## src/sv/acwt_entry_ram.sv

```systemverilog
// Single-port-write, single-port-read entry memory with registered read data.
// Generic; no package dependency.
`default_nettype none

module acwt_entry_ram #(
    parameter int DEPTH = 64,
    parameter int WIDTH = 8,
    localparam int AW = (DEPTH > 1) ? $clog2(DEPTH) : 1
) (
    input  wire logic             clk,
    input  wire logic             we,
    input  wire logic [AW-1:0]    waddr,
    input  wire logic [WIDTH-1:0] wdata,
    input  wire logic             re,
    input  wire logic [AW-1:0]    raddr,
    output logic      [WIDTH-1:0] rdata
);

    logic [WIDTH-1:0] mem [DEPTH];

    // Write port
    always_ff @(posedge clk)
    begin
        if (we)
        begin
            mem[waddr] <= wdata;
        end
    end

    // Registered read port
    always_ff @(posedge clk)
    begin
        if (re)
        begin
            rdata <= mem[raddr];
        end
    end

endmodule

`default_nettype wire

```

## config.mk

```make
export PLATFORM = sky130hd
export DESIGN_NAME = acwt_entry_ram
export DESIGN_NICKNAME = d
export VERILOG_FILES = /design/src/sv/acwt_entry_ram.sv
export SDC_FILE = /design/constraint.sdc
export NUM_CORES = 1
export LEC_CHECK = 0
export ABC_AREA = 0
export BUFFER_PORTS_ARGS = -buffer_cell sky130_fd_sc_hd__buf_2
export CAP_MARGIN = 5
export CELL_PAD_IN_SITES_DETAIL_PLACEMENT = 0
export CELL_PAD_IN_SITES_GLOBAL_PLACEMENT = 1
export CORE_MARGIN = 3
export CORE_UTILIZATION = 50
export DETAILED_ROUTE_END_ITERATION = 10
export GPL_ROUTABILITY_DRIVEN = 0
export PLACE_DENSITY = 0.74
export SYNTH_ARGS = -nofsm -noshare
export SYNTH_HDL_FRONTEND = slang
export SYNTH_SLANG_ARGS = --single-unit
export TNS_END_PERCENT = 1
```

## constraint.sdc

```tcl
create_clock -name clk -period 1.8 [get_ports clk]
set_input_delay 0.09 -clock clk [delete_from_list [all_inputs] [get_ports clk]]
set_output_delay 0.09 -clock clk [all_outputs]
set_load 0.01 [all_outputs]
```

==> results of run 1 <==
repair_timing:
action / 4_1_cts / 5_1_grt
hold buffers: 3 / 0
pin swaps: 1 / 4
cloned: 0 / 0
endpoints found under the setup margin: 8 / 8
hold endpoints to repair: 10 / 0
gates resized for setup: 15 / 5
worst max path at each step:
stage	to	slack, ns
3_5_place_dp	rdata[3]	-0.57
6_report	rdata[1]	-0.20
4_1_cts	rdata[2]	-0.23
3_3_place_gp	rdata[3]	-0.66
2_1_floorplan	rdata[4]	-0.0008
5_1_grt	rdata[1]	-0.24
kinds of logic (layout without fill, tap and decap cells):
family / after synthesis / count (layout) / synth area share [%]
flops: 520 / 520 / 77.1
mux: 162 / 162 / 15.9
buf+inv: 51 / 287 / 1.56
other cells: 0 / 1 / 0
simple gates: 153 / 153 / 3.37
compound gates: 54 / 54 / 2.06
layer usage:
metal  vias to the layer above  routed length (um)
met1                      5290               19000
met3                        71                3050
li1                       4337                   -
met2                       366               21800
met4                         2                1350
met5                         -                  13
critical path, stage by stage (launching register included):
cell	delay, ns
edfxtp_1	0.37
mux4_2	0.52
mux4_2	0.51
nor2_4	0.14
nor3_2	0.07
o2bb2ai_1	0.14
power by group through the flow:
stage	combinational, mW	clock, mW	sequential, mW
after floorplan	0.722	0	13.7
after global placement	1.36	0	13.7
after detailed placement	1.38	0	13.7
after CTS	1.41	10.9	13.5
after global routing	1.50	11.4	13.5
final	1.40	10.7	13.5
registers in the layout, summed over array words and instances, names as in the netlist:
name,flops
mem,512
rdata,8
layout make-up:
cell class | instances | area [sq um]
multi-input combinational | 369 | 4420
clock buffer | 62 | 1360
timing repair buffer | 194 | 1540
fill | 2862 | 15900
tap | 525 | 657
clock inverter | 31 | 333
sequential | 520 | 15600
antenna | 1 | 2.50
placed cells by master (no fill, tap or decap), types with 4 or more instances in the layout:
cell type   Yosys  layout
a211oi_1        4       4
a221oi_1        6       5
buf_12          2      11
buf_2          11      27
buf_4          13     152
bufinv_16       0       7
clkbuf_1       17       9
clkbuf_16       0      53
clkinv_1        0      11
clkinv_2        0       7
clkinvlp_4      0       5
edfxtp_1      520     520
mux2_2         13      13
mux2i_1        23      23
mux4_2        126     126
nand2_1        19      19
nand2b_1        7       7
nand3_1        13      13
nor2_1         83      79
nor2b_1        14      14
nor3_2          0       4
o221ai_1        8       8
o22ai_1         8       8
per-stage QoR:
| stage | instance area [sq um] | utilization (%) | hold WS [ns] | cells | setup TNS, ns |
|---|---|---|---|---|---|
| 6_report | 23900 | 60.1 | 0.0409 | 1702 | -1.29 |
| 2_1_floorplan | 20300 | - | 0.189 | 940 | -0.00170 |
| 5_1_grt | 23900 | 60.1 | 0.0969 | 1701 | -1.58 |
| 3_3_place_gp | 22100 | 55.5 | 0.483 | 1606 | -3.55 |
| 4_1_cts | 23900 | 60.0 | 0.0676 | 1702 | -1.49 |
| 3_5_place_dp | 22100 | 55.5 | 0.482 | 1606 | -3.37 |
==> qor.csv, run 1 <==
stage;metric;value;unit
run_status;status;finished, violations left;
run_status;failing checks;setup timing;
synth;Synth area leader;edfxtp_1;
power;power share of the clock group;41.9;%
clocking;Max clock buf depth;3;
routing;vias;10100;
global_routing;Total Routing Usage GR;21.5;%
synth;count leader, synth;edfxtp_1;
hold_path;Hold Crit Depth;1;
clocking;Post-CTS Setup Bufs;0;
power;PwrDens;1070;nW/um^2
power;Seq pwr share;52.6;%
routing;DRT iter0 DRCs;1022;
synth;Syn Inst Count;940;
power;Tot Pwr;25.6;mW
timing;# setup viols final;8;
synth;warning count from the yosys run;0;
timing;final hold viol count;0;
worst_setup_path;Worst setup SP type;flip-flop;
timing;worst clock skew;0.0112;ns
synth;register area share after synthesis;77.1;%
timing;Final Max Slew Viols;0;
routing;wire per inst;26.5;um
worst_setup_path;R2R Setup Slk;-0.20;ns
synth;cells taking the most area after synthesis;edfxtp_1 77%, mux4_2 14%, nor2_1 1.5%;
floorplan;site row count;73;
global_routing;GRT busiest layer;met2;
global_routing;Congestion Overflow GR;0;
timing;RSZ-0062 raised after global routing;true;
power;Leak;7.79;nW
clocking;Worst-path clk slew;0.06;ns
hold_path;worst min path class;in -> reg;
global_routing;met3 Usage GRT;4.47;%
power;logic gate share of total power;5.5;%
run;Max-Cap Viols;0;
floorplan;CORE AREA;39800;sq um
worst_setup_path;Worst Path Arrival;2.34;ns
routing;DR pass1 iterations;5;
synth;synth unique cells;39;
synth;Post-Syn Area per Cell;21.5;sq um
worst_setup_path;Max FO, Critical Path;1;
timing;fin crit share;111;%
synth;synth cell count leaders;520 x edfxtp_1, 126 x mux4_2, 83 x nor2_1, 23 x mux2i_1, 19 x nand2_1;
clocking;CTS Sinks;520;
power;Worst VDD drop;0.826;mV
hold_path;HP Start;wdata[2];
worst_setup_path;CP Launch Point;mem[10][1];
timing;Final WS setup;-0.201;ns
worst_setup_path;Crit. End Element;flip-flop;
clocking;CTS tree;yes;
routing;Via density;5.91;
global_routing;antenna violations before repair;1;
synth;#FFs+latches synth;520;
placed_design;Port Buffer Count;30;
floorplan;Initial Utilization;50.8;%
power;P_int;20.4;mW
cells_and_area;fin nets;1159;
placed_design;pre-CTS WS;-0.573;ns
worst_setup_path;reg2reg path depth;5;
global_routing;largest net degree at the start of global routing;65;
timing;Period minus WS final;2.00;ns
power;switching share of power;20.3;%
floorplan;DIE HEIGHT;207;um
floorplan;DIE AREA;42900;sq um
global_routing;global-route wire length before repair;68500;um
power;sw power;5.19;mW
worst_setup_path;Crit Reg-Reg Endpoint;rdata[1];
worst_setup_path;R2R Path Start;mem[10][1];
synth;Synth Cell Area;20200;sq um
timing;Worst Tran Pin Value;1.23;ns
global_routing;met1 usage;31.5;%
routing;drt total wl;45200;um
synth;Most used DFF post-synth;edfxtp_1;
synth;post-synth top area share;77.1;%
global_routing;grt met2 use;33.1;%
floorplan;die width;207;um
clocking;root buf cell;clkbuf_16;
hold_path;Worst Hold End;mem[17][2];
clocking;TritonCTS Buffers;51;
routing;DR DRC count;0;
timing;Max-slew headroom;18.0;%
floorplan;I/O Pins;31;
synth;Post-synth ARST share;0;%
clocking;H-tree levels;2;
global_routing;vias in the first global route;10500;
cells_and_area;Synth-to-Final Area Change;18.2;%
synth;number of enable flip-flop cells after synthesis;520;
timing;fmax;500;MHz
worst_setup_path;Setup CP Type;reg -> reg;
cells_and_area;share of layout cells above drive strength 1;35.6;%
routing;Antenna Nets Post-Route;0;
worst_setup_path;Critical Path RT;2.13;ns
synth;syn nets;963;
placed_design;post-DP HPWL;29400;um
clocking;clock latency on the worst-skew pair;0.58;ns
(Power assumes the default switching activity.)
==> run 2, diff against run 1 <==
- CORE_UTILIZATION: 50 -> 30
- PLACE_DENSITY: 0.74 -> 0.49
==> qor.csv, run 2 (synthesis gave the netlist of run 1 again) <==
stage;metric;value;unit
timing;Final Max Slew Viols;0;
global_routing;Congestion Overflow GR;0;
routing;Via density;4.79;
worst_setup_path;Worst Setup EP;rdata[1];
timing;# setup viols final;8;
floorplan;DIE AREA;70600;sq um
clocking;Worst-path clk slew;0.06;ns
worst_setup_path;reg2reg path depth;5;
routing;wire per inst;25.0;um
timing;Max-slew headroom;42.4;%
clocking;Post-CTS Setup Bufs;0;
power;Leak;7.95;nW
power;P_int;20.5;mW
routing;Antenna Nets Post-Route;0;
power;Seq pwr share;51.6;%
worst_setup_path;CP Launch Point;mem[15][1];
floorplan;CORE AREA;66300;sq um
cells_and_area;Multi-input gate area;4420;sq um
routing;DR DRC count;0;
cells_and_area;commonest cells after routing, fill and taps aside;520 x edfxtp_1, 158 x buf_4, 126 x mux4_2;
power;PwrDens;1060;nW/um^2
timing;Period minus WS final;2.01;ns
global_routing;Total Routing Usage GR;14.8;%
power;sw power;5.53;mW
placed_design;post-DP HPWL;33300;um
global_routing;global-route wire length before repair;75700;um
timing;sum of negative setup slack;-1.14;ns
floorplan;DIE HEIGHT;266;um
global_routing;vias in the first global route;10600;
worst_setup_path;Worst Path Arrival;2.36;ns
routing;drt total wl;51500;um
worst_setup_path;Crit Reg-Reg Endpoint;rdata[1];
global_routing;antenna violations before repair;1;
placed_design;placed cell areas;22700;sq um
timing;fin crit share;111;%
floorplan;I/O Pins;31;
run_status;status;finished, violations left;
cells_and_area;fin nets;1176;
cells_and_area;Final Instance Area;24600;sq um
cells_and_area;Synth-to-Final Area Change;21.5;%
clocking;CTS tree;yes;
cells_and_area;Largest register FFs;512;
worst_setup_path;R2R Path Start;mem[15][1];
timing;Final WS setup;-0.206;ns
clocking;TritonCTS Buffers;55;
placed_design;Port Buffer Count;30;
power;switching share of power;21.2;%
timing;RSZ-0062 raised after global routing;true;
timing;worst clock skew;0.0168;ns
power;power share of the clock group;42.6;%
timing;fmax;499;MHz
floorplan;die width;266;um
clocking;clock latency on the worst-skew pair;0.60;ns
run;Max-Cap Viols;0;
worst_setup_path;Worst setup SP type;flip-flop;
floorplan;Initial Utilization;30.5;%
clocking;root buf cell;clkbuf_16;
timing;final hold viol count;0;
power;logic gate share of total power;5.7;%
worst_setup_path;Max FO, Critical Path;1;
clocking;Max clock buf depth;3;
cells_and_area;commonest non-fill, non-tap cell in the layout;edfxtp_1;
floorplan;site row count;94;
cells_and_area;share of layout cells above drive strength 1;36.7;%
worst_setup_path;Critical Path RT;2.15;ns
cells_and_area;Seq. cell area;15600;sq um
worst_setup_path;R2R Setup Slk;-0.21;ns
cells_and_area;Largest Register;mem;
power;Worst VDD drop;0.659;mV
routing;vias;9874;
worst_setup_path;Setup CP Type;reg -> reg;
worst_setup_path;Crit. End Element;flip-flop;
placed_design;pre-CTS WS;-0.621;ns
run_status;failing checks;setup timing;
routing;DRT iter0 DRCs;815;
global_routing;largest net degree at the start of global routing;65;
cells_and_area;top flop regs;mem (512), rdata (8);
cells_and_area;filler cell count in the final layout;6119;
hold_path;worst min path class;in -> reg;
clocking;H-tree levels;2;
timing;Worst Tran Pin Value;0.864;ns
clocking;CTS Sinks;520;
routing;DR pass1 iterations;4;
cells_and_area;final core occ;37.1;%
cells_and_area;ant diodes;0;
## run 2: power groups by stage
| stage | logic [mW] | clock network, mW | registers [mW] |
|---|---|---|---|
| 3_3_place_gp | 1.49 | 0 | 13.7 |
| 2_1_floorplan | 0.722 | 0 | 13.7 |
| 6_report | 1.49 | 11.1 | 13.5 |
| 5_1_grt | 1.60 | 11.9 | 13.5 |
| 4_1_cts | 1.53 | 11.5 | 13.5 |
| 3_5_place_dp | 1.49 | 0 | 13.7 |
## run 2: worst min-delay path by stage
stage             start         end  slack (ns)  cells past startpoint
3_5_place_dp         re    rdata[0]        0.52                      1
5_1_grt        wdata[3]  mem[41][3]        0.07                      2
3_3_place_gp         re    rdata[0]        0.51                      1
2_1_floorplan  wdata[0]   mem[0][0]        0.19                      0
6_report       raddr[5]    rdata[2]        0.06                      3
4_1_cts        waddr[2]  mem[50][6]        0.02                      3
## run 2: metrics by stage
step / power [mW] / std cells / hold WS, ns
after detailed placement: 15.2 / 1956 / 0.516
after floorplan: 14.4 / 940 / 0.189
final: 26.1 / 2062 / 0.0648
after CTS: 26.5 / 2062 / 0.0247
after global placement: 15.2 / 1956 / 0.506
after global routing: 27.0 / 2062 / 0.0659
## run 2: critical path, stage by stage (launching register included)
cell	delay, ns
edfxtp_1	0.36
mux4_2	0.50
mux4_2	0.56
nor2_2	0.13
nor3_1	0.08
o2bb2ai_1	0.14
## run 2: cell type report
| class | instances | area share, % |
|---|---|---|
| clock buffer | 69 | 5.98 |
| clock inverter | 33 | 1.19 |
| multi-input combinational | 369 | 18.0 |
| sequential | 520 | 63.5 |
| tap | 864 | 4.40 |
| timing repair buffer | 207 | 6.98 |
## run 2: per-layer routing
| layer | wire [um] | vias up | global-route usage [%] |
|---|---|---|---|
| met5 | 7 | - | 0 |
| met4 | 1270 | 2 | 4.58 |
| met3 | 1750 | 79 | 1.87 |
| met2 | 24500 | 186 | 23.9 |
| met1 | 24000 | 5248 | 21.0 |
| li1 | - | 4359 | - |
## run 2: what timing repair did
item,4_1_cts,5_1_grt
setup endpoints to repair,8,8
pin swaps,3,0
hold buffers,4,0
hold endpoints to repair,49,0
resized for setup,18,3
